`src/design/dpb_pkg.sv`:
```
// Shared types, constants and the stride reciprocal table for the
// depth pixel back-projection block. No dependencies.
package dpb_pkg;

  localparam int unsigned MaxImageSide = 4096;
  localparam int unsigned RecipShift   = 17;
  localparam int unsigned CfgIdxWidth  = 3;

  typedef enum logic [CfgIdxWidth-1:0] {
    RegPixelStride,
    RegInvFocalX,
    RegInvFocalY,
    RegPrincipalPoint,
    RegPoseRowX,
    RegPoseRowY,
    RegPoseRowZ
  } cfg_reg_e;

  typedef struct packed {
    logic [7:0] red;
    logic [7:0] green;
    logic [7:0] blue;
  } rgb_t;

  typedef struct packed {
    logic signed [31:0] x;
    logic signed [31:0] y;
    logic signed [31:0] z;
    rgb_t               rgb;
  } point_t;

  typedef struct packed {
    logic [4:0]        stride;
    logic [17:0]       stride_recip;
    logic [31:0]       inv_fx;
    logic [31:0]       inv_fy;
    logic signed [31:0] cx;
    logic signed [31:0] cy;
    logic [2:0][63:0]  pose;
  } cfg_t;

  // ceil(2^17 / s): floor(n * recip >> 17) == n / s for n < 4096, s < 32
  function automatic logic [17:0] stride_recip(input logic [4:0] s);
    logic [17:0] r;
    case (s)
      5'd2:    r = 18'd65536;
      5'd3:    r = 18'd43691;
      5'd4:    r = 18'd32768;
      5'd5:    r = 18'd26215;
      5'd6:    r = 18'd21846;
      5'd7:    r = 18'd18725;
      5'd8:    r = 18'd16384;
      5'd9:    r = 18'd14564;
      5'd10:   r = 18'd13108;
      5'd11:   r = 18'd11916;
      5'd12:   r = 18'd10923;
      5'd13:   r = 18'd10083;
      5'd14:   r = 18'd9363;
      5'd15:   r = 18'd8739;
      5'd16:   r = 18'd8192;
      5'd17:   r = 18'd7711;
      5'd18:   r = 18'd7282;
      5'd19:   r = 18'd6899;
      5'd20:   r = 18'd6554;
      5'd21:   r = 18'd6242;
      5'd22:   r = 18'd5958;
      5'd23:   r = 18'd5699;
      5'd24:   r = 18'd5462;
      5'd25:   r = 18'd5243;
      5'd26:   r = 18'd5042;
      5'd27:   r = 18'd4855;
      5'd28:   r = 18'd4682;
      5'd29:   r = 18'd4520;
      5'd30:   r = 18'd4370;
      5'd31:   r = 18'd4229;
      default: r = 18'd131072;
    endcase
    return r;
  endfunction

endpackage

```
`src/design/dpb_cfg.sv`:
```
// Configuration register file: stride (with its reciprocal), focal
// reciprocals, principal point and pose rows. Depends on dpb_pkg.
module dpb_cfg (
  input  logic                           clk_i,
  input  logic                           rst_ni,
  input  logic                           cfg_valid_i,
  input  logic [dpb_pkg::CfgIdxWidth-1:0] cfg_index_i,
  input  logic [63:0]                    cfg_data_i,
  output dpb_pkg::cfg_t                  cfg_o
);
  import dpb_pkg::*;

  localparam cfg_t CfgReset = '{
    stride:       5'd1,
    stride_recip: stride_recip(5'd1),
    inv_fx:       '0,
    inv_fy:       '0,
    cx:           '0,
    cy:           '0,
    pose:         '0
  };

  cfg_t       cfg_q, cfg_d;
  logic [4:0] stride_eff;

  always_comb begin
    stride_eff = (cfg_data_i[4:0] == 5'd0) ? 5'd1 : cfg_data_i[4:0];
    cfg_d      = cfg_q;
    if (cfg_valid_i) begin
      unique case (cfg_reg_e'(cfg_index_i))
        RegPixelStride: begin
          cfg_d.stride       = stride_eff;
          cfg_d.stride_recip = stride_recip(stride_eff);
        end
        RegInvFocalX:      cfg_d.inv_fx  = cfg_data_i[31:0];
        RegInvFocalY:      cfg_d.inv_fy  = cfg_data_i[31:0];
        RegPrincipalPoint: begin
          cfg_d.cx = cfg_data_i[31:0];
          cfg_d.cy = cfg_data_i[63:32];
        end
        RegPoseRowX:       cfg_d.pose[0] = cfg_data_i;
        RegPoseRowY:       cfg_d.pose[1] = cfg_data_i;
        RegPoseRowZ:       cfg_d.pose[2] = cfg_data_i;
        default: ;
      endcase
    end
  end

  always_ff @(posedge clk_i or negedge rst_ni) begin
    if (!rst_ni) begin
      cfg_q <= CfgReset;
    end else begin
      cfg_q <= cfg_d;
    end
  end

  assign cfg_o = cfg_q;

endmodule

```
`config.mk`:
```
export PLATFORM = sky130hd
export DESIGN_NAME = dpb_cfg
export DESIGN_NICKNAME = d
export VERILOG_FILES = /design/src/design/dpb_pkg.sv /design/src/design/dpb_cfg.sv
export SDC_FILE = /design/constraint.sdc
export NUM_CORES = 1
export LEC_CHECK = 0
export ABC_AREA = 1
export BUFFER_PORTS_ARGS = -buffer_cell sky130_fd_sc_hd__buf_4
export CAP_MARGIN = 30
export CORE_MARGIN = 4
export CORE_UTILIZATION = 50
export DETAILED_ROUTE_END_ITERATION = 10
export GPL_TIMING_DRIVEN = 0
export PLACE_DENSITY = 0.79
export RECOVER_POWER = 50
export SLEW_MARGIN = 30
export SYNTH_ARGS = -nofsm -noshare
export SYNTH_HDL_FRONTEND = slang
export SYNTH_SLANG_ARGS = --single-unit
```
`constraint.sdc`:
```
create_clock -name clk_i -period 0.9 [get_ports clk_i]
set_input_delay 0.09 -clock clk_i [delete_from_list [all_inputs] [get_ports clk_i]]
set_output_delay 0.09 -clock clk_i [all_outputs]
set_load 0.01 [all_outputs]
```
Yosys cells after proc, flatten, opt, wreduce, memory -nomap -nowiden

Memories as Yosys holds them, arrays and structs flattened. A register that Yosys moved wholly into a read port is not among the register bits.
Cells that the tools add are included.

Flip-flop bits (word level): 325
ROM bits: 576
Bits of input ports: 70
Output and inout bits: 343
Word-level logic and storage cells: 26
Memories kept: 1

Equality and inequality tests: 6
Muxes and demuxes: 1
Reductions and logical operators: 10

Memories:

| name             | depth | bits a word | rd ports | clocked after memory_dff | write ports | line          | source |
|---|---|---|---|---|---|---|---|
| (name not given) | 32    | 18          | 1        | 1                        | 0           | dpb_pkg.sv:45 | `case (s)` |

Operator list:

| cell                 | number |
|---|---|
| $reduce_and A2 Y1    | 7 |
| $eq A3 B3 Y1 const B | 3 |
| $eq A3 B2 Y1 const B | 2 |
| $logic_not A5 Y1     | 1 |
| $mux W5              | 1 |
| $eq A3 B1 Y1 const B | 1 |
| $logic_not A3 Y1     | 1 |
| $logic_not A1 Y1     | 1 |

Depth between registers and ports, before layout

Gate-level depths: netlist of the first run.

Depth after elaboration: 2
Mapped depth: 11
Gate-level depth less buffers: 10

Least setup slack after synthesis of the first run

OpenSTA, ideal clock, no wires.

Path kind: input-to-reg
Start: input port cfg_data_i[1]
End: register cfg_o[327] (netlist name)
Setup time: 0.065 ns
Arrival time: 1.311 ns
Required time: 0.835 ns
Setup slack: -0.476 ns
Stages on the path: 11
Path buffers: 1
Cells stage by stage: clkbuf_2 nor2_1 nand2_1 nand2_1 inv_1 ha_1 o21ai_0 a21oi_1 nor2_1 nand2_1 nand2_1

Cells in the longest elaborated chain, start to end: 2

Ends and longest elaborated chain:

| item                    | line          | source |
|---|---|---|
| start, declared         | dpb_cfg.sv:8  | `input logic [63:0] cfg_data_i,` |
| $logic_not A5 Y1        | dpb_cfg.sv:27 | `stride_eff = (cfg_data_i[4:0] == 5'd0) ? 5'd1 : cfg_data_i[4:0];` |
| $mux W5                 | dpb_cfg.sv:27 |  |
| named net stride_eff[0] | dpb_cfg.sv:24 | `logic [4:0] stride_eff;` |

The timed path passes the listed nets, and every way through them passes these cells.
A chain may end at the register's enable or synchronous reset.

Final worst setup path of the first run

Start: register cfg_q, in the netlist cfg_o[238]
End: output port cfg_o[238] in the netlist's numbering

RTL lines:

| item                   | line          | source |
|---|---|---|
| start, declared        | dpb_cfg.sv:23 | `cfg_t cfg_q, cfg_d;` |
| start signal, assigned | dpb_cfg.sv:51 | `cfg_q <= CfgReset;` |
| start signal, assigned | dpb_cfg.sv:53 | `cfg_q <= cfg_d;` |
| end, declared          | dpb_cfg.sv:9  | `output dpb_pkg::cfg_t cfg_o` |

No word-level cell between the ends.

==> flow_summary.json, run 1 <==
{
  "dr.pass1.iters": 6,
  "synth_xor_area_share_pct": 0,
  "fill_cells": 1085,
  "clock_sinks": 343,
  "ys_ff_latch": 343,
  "rsz0062_at_grt": "yes",
  "drt_first_iter_violations": 1989,
  "dieArea_sq_um": 28300,
  "clock-root-buffer": "clkbuf_16",
  "dp_hpwl_mm": 32.0,
  "worstSetupPathType": "register to output pin",
  "synth_top_family_by_area": "simple AND/OR/NAND/NOR gates",
  "core_sq_um": 25300,
  "synth_compound_area_share_pct": 13.8,
  "syn_avg_cell_area_sq_um": 9.70,
  "htree_levels": 2,
  "wl_per_cell_um": 26.5,
  "crit_start": "cfg_o[238]",
  "syn_inst": 1324,
  "power.density_nw_per_um2": 2500,
  "power_frac_seq_pct": 39.5,
  "timing.final.ws_setup_ps": -466,
  "path_delay_family": "flip-flops",
  "io_pins": 413,
  "slew_headroom_pct": 42.8,
  "switching_share_pct": 32.1,
  "num-nets-final": 2133,
  "vdd_drop_max_mv": 1.76,
  "pwr-share-clk_pct": 28.8,
  "cap_viol_max_count": 0,
  "min_period_ps": 1370,
  "drc": 0,
  "regArea_sq_um": 8590,
  "synth_area_sq_um": 12800,
  "clk_latency_ps": 500,
  "arrival_ps": 1280,
  "worstMarginPinSlew_ps": 858,
  "tns_ps": -105220,
  "viasPerCell": 6.12,
  "vias": 14800,
  "drv_slew": 0,
  "pre_cts_ws_ps": -693,
  "routed_wl_mm": 64.1,
  "grt.overflow.total": 0,
  "ys_types": 21,
  "violations": "hold timing, setup timing",
  "multi_input_area_sq_um": 3740,
  "critPathMaxStageDelay_ps": 580,
  "rows": 58,
  "antenna_found_initial": 1,
  "post-route-period-util_pct": 152,
  "final_cell_mix": "nand2_1, buf_6, dfrtp_1, o21ai_0, buf_4",
  "worstPathRequired_ps": 810,
  "die_h_um": 168,
  "path_clk_slew_ps": 70,
  "synth-simple-area-share_pct": 13.8,
  "numCtsBuffers": 35,
  "hold_violations": 110,
  "ys.warnings.count": 0,
  "syn2layout_area_growth_pct": 67.7,
  "path_max_fanout": 2,
  "gp_congestion": 0.870,
  "path_buf_inv": 1,
  "whs_ps": -562,
  "drive_gt1_share_pct": 39.5,
  "grt_max_degree": 92,
  "clk_path_buf_depth": 3,
  "ys_seq_area_share_pct": 66.8,
  "grt_pass1_wl_mm": 83.9,
  "path_cells": "buf_6",
  "holdBufCountCts": 59,
  "drtAntennaViolNets": 0,
  "largest_reg_flops": 343,
  "min_path_type": "input port to asynchronous set/reset pin",
  "clock-skew-final_ps": 0,
  "r2r-start": "cfg_o[270]",
  "place_area_sq_um": 16500,
  "synth-adder-area-share_pct": 0.195,
  "setup_violations": 544,
  "fin_area_sq_um": 21500,
  "grtUsageTotal_pct": 38.2,
  "status": "complete, but fails checks",
  "p_comb_share_pct": 31.7,
  "synth_nets": 1396,
  "ys_top_cells_by_area": "dfrtp_1, o21ai_0, nand2_1",
  "switchingPower_mw": 17.3,
  "final_common_cell": "nand2_1",
  "synthMuxAreaShare_pct": 0,
  "synth_top_area_cell": "dfrtp_1",
  "cts_tree": "built",
  "p_int_mw": 36.5,
  "io_buffers": 411,
  "synth_top_cell_area_share_pct": 66.4,
  "crit_slowest_cell": "dfrtp_1",
  "startpoint_type": "register",
  "timing.fmax_mhz": 732,
  "p_leak_nw": 11.2,
  "die_x_um": 168,
  "initial_core_util_pct": 50.9,
  "final_util_pct": 85.3,
  "cp-end-kind": "output pin",
  "grt_pass1_vias": 13900
}
[repair_timing]
item                                   in CTS  in global routing
endpoints found under the hold margin     456                195
pin swaps                                   0                  4
setup endpoints to repair                 483                563
gates cloned                                1                  1
setup buffers                             109                123
resized for setup                         360                154
[cells in the mapped netlist, drive strengths merged]
cell type and number:
a21oi 12, a22oi 1, buf 42, clkbuf 42
dfrtp 341, dfstp 2, ha 2, inv 80
nand2 405, nand3 31, nand4 1, nor2 25
o211ai 1, o21a 1, o21ai 337, o31ai 1
[kinds of logic (layout without fill, tap and decap cells)]
kind of cell,count (synthesis),count (layout)
adders and majority gates,2,2
DFF,343,343
and+or+nand+nor,462,462
AOI/OAI and AO/OA,353,353
other,0,1
buffers and inverters,164,925
[per-layer routing]
metal	share of wire [%]	GRT usage [%]
met3	12	11.3
met1	32	44.2
met4	9.2	22.3
met2	47	63.4
met5	0.053	0
[final timing paths]
kind                              end  slack [ps]  cells after the start
setup / recovery           cfg_o[238]        -470                      1
hold / removal             cfg_o[325]        -560                      1
setup reg to reg           cfg_o[270]        -180                      3
hold reg to reg            cfg_o[191]         510                      2
max in group asynchronous  cfg_o[169]        -180                      4
min in group clk_i          cfg_o[28]          40                      3
[layout make-up]
class | count | area share [%]
antenna | 1 | 0.0116
buffer | 84 | 2.15
clock inverter | 9 | 0.488
timing repair buffer | 700 | 31.8
clock buffer | 52 | 5.02
sequential | 343 | 39.9
multi-input combinational | 817 | 17.4
inverter | 80 | 1.39
tap | 330 | 1.92
[power groups by stage]
stage	logic, mW	clock network [mW]	registers [mW]
floorplan	2.56	0	21.4
global route	17.7	16.0	21.3
global placement	10.2	0	20.3
CTS	14.0	15.0	20.6
detailed placement	10.6	0	20.4
finish	17.0	15.5	21.3
[stage by stage]
stage / instances / power, mW
after floorplan: 1324 / 24.0
after global placement: 2065 / 30.5
after detailed placement: 2069 / 31.0
after CTS: 2299 / 49.6
after global routing: 2416 / 55.1
final: 2416 / 53.8
No activity file was read; power rests on OpenSTA's default activity.
==> run 2: changes to the inputs <==
--- a/config.mk
+++ b/config.mk
@@ -12,7 +12,7 @@
 export CORE_UTILIZATION = 50
 export DETAILED_ROUTE_END_ITERATION = 10
 export GPL_TIMING_DRIVEN = 0
-export PLACE_DENSITY = 0.79
+export PLACE_DENSITY_LB_ADDON = 0.08
 export RECOVER_POWER = 50
 export SLEW_MARGIN = 30
 export SYNTH_ARGS = -nofsm -noshare
==> run 2 against run 1 <==
The run still ends with hold timing, setup timing left. Highest routed layer unchanged. Largest cell class unchanged. Setup slack improved by 130 ps. Fmax increased by 10%. Via count fell by 8.1%.
==> flow_summary.json, run 2 (synthesis gave the netlist of run 1 again) <==
{
  "routed_wl_mm": 55.4,
  "p_int_mw": 35.5,
  "place_area_sq_um": 16500,
  "syn2layout_area_growth_pct": 64.7,
  "drive_gt1_share_pct": 38.0,
  "cp-end-kind": "output pin",
  "holdBufCountCts": 59,
  "worstMarginPinSlew_ps": 862,
  "worstSetupPathType": "register to output pin",
  "core_sq_um": 25300,
  "arrival_ps": 1150,
  "status": "complete, but fails checks",
  "power_frac_seq_pct": 40.9,
  "grtUsageTotal_pct": 34.7,
  "timing.fmax_mhz": 807,
  "wl_per_cell_um": 23.2,
  "clock-root-buffer": "clkbuf_16",
  "placedCellCount": 2069,
  "die_x_um": 168,
  "clock-skew-final_ps": 0,
  "p_leak_nw": 11.0,
  "fin_area_sq_um": 21200,
  "path_delay_family": "flip-flops",
  "path_clk_slew_ps": 70,
  "final_util_pct": 83.8,
  "grt_max_degree": 91,
  "drtAntennaViolNets": 0,
  "htree_levels": 2,
  "largest_reg_flops": 343,
  "rsz0062_at_grt": "yes",
  "final_cell_mix": "nand2_1, buf_6, dfrtp_1, o21ai_0, buf_4",
  "grt_pass1_wl_mm": 76.9,
  "io_pins": 413,
  "drt_first_iter_violations": 1561,
  "clock_sinks": 343,
  "hold_violations": 106,
  "die_h_um": 168,
  "tns_ps": -88070,
  "io_buffers": 411,
  "drc": 0,
  "total_power_mw": 51.2,
  "pre_cts_ws_ps": -658,
  "numCtsBuffers": 35,
  "violations": "hold timing, setup timing",
  "pwr-share-clk_pct": 27.9,
  "antenna_found_initial": 3,
  "timing.final.ws_setup_ps": -339,
  "path_max_fanout": 2,
  "slew_headroom_pct": 42.5,
  "clk_path_buf_depth": 3,
  "num-nets-final": 2103,
  "dr.pass1.iters": 6,
  "grt.overflow.total": 0,
  "initial_core_util_pct": 50.9,
  "power.density_nw_per_um2": 2420,
  "final_common_cell": "nand2_1",
  "post-route-period-util_pct": 138,
  "clk_latency_ps": 500,
  "drv_slew": 0,
  "cap_viol_max_count": 0,
  "worstPathRequired_ps": 810,
  "p_comb_share_pct": 31.2,
  "switchingPower_mw": 15.7,
  "gp_congestion": 0.872,
  "grt_pass1_vias": 13300,
  "fill_cells": 1318,
  "switching_share_pct": 30.7,
  "whs_ps": -552,
  "path_buf_inv": 1,
  "setup_violations": 482,
  "critPathMaxStageDelay_ps": 540,
  "rows": 58,
  "stdcell_count": 2386,
  "dieArea_sq_um": 28300,
  "dp_hpwl_mm": 31.5,
  "vias": 13600,
  "crit_slowest_cell": "dfstp_2",
  "min_period_ps": 1240,
  "min_path_type": "input port to asynchronous set/reset pin",
  "vdd_drop_max_mv": 1.91,
  "viasPerCell": 5.69,
  "path_cells": "buf_6",
  "startpoint_type": "register",
  "cts_tree": "built"
}
==> run 2: cell types whose count changed in the layout (fill, tap and decap cells not counted), sizes merged <==
cell	change
diode	+1
bufbuf	-1
clkbuf	+6
clkinvlp	-4
inv	+1
buf	-32
bufinv	-1
==> run 2: power by group through the flow <==
stage	Sequential (mW)	Combinational, mW	Clock (mW)
after floorplan	21.4	2.56	0
after global placement	20.2	10.4	0
after detailed placement	20.3	10.6	0
after CTS	20.6	13.8	14.1
after global routing	21.1	16.9	15.0
final	20.9	16.0	14.3
==> run 2: layout make-up <==
class / instances / area (sq um) / area share (%)
Multi-Input combinational cell: 817 / 3740 / 17.7
Clock inverter: 5 / 53.8 / 0.254
Timing Repair Buffer: 670 / 6570 / 31.0
Tap cell: 330 / 413 / 1.95
Sequential cell: 343 / 8590 / 40.6
Inverter: 80 / 300 / 1.42
Antenna cell: 2 / 5.00 / 0.0237
Buffer: 84 / 450 / 2.13
Clock buffer: 55 / 1040 / 4.92
==> run 2: routing by layer <==
metal,GRT usage [%],vias up,share of wire (%),wire [um]
met1,41.1,6578,33,18500
met3,9.25,321,10,5800
met5,0,-,0.014,8
met2,57.8,985,48,26400
met4,19.1,2,8.6,4740
li1,-,5696,-,-
==> run 2: what timing repair did <==
| item | in CTS | in global routing |
|---|---|---|
| pin swaps | 0 | 5 |
| resized for setup | 354 | 140 |
| setup buffers | 95 | 112 |
| endpoints found under the hold margin | 430 | 162 |
| setup endpoints to repair | 358 | 579 |
==> run 2: final timing paths <==
kind                            slack [ps]     startpoint  depth (start not counted)    endpoint
worst max register to register        -130     cfg_o[149]                          3  cfg_o[149]
worst max-delay path                  -340     cfg_o[338]                          1  cfg_o[338]
min in group clk_i                      40  cfg_data_i[1]                          5  cfg_o[331]
worst min-delay path                  -550         rst_ni                          1  cfg_o[147]
worst min register to register         510     cfg_o[174]                          2  cfg_o[174]
max in group asynchronous             -110         rst_ni                          3  cfg_o[172]
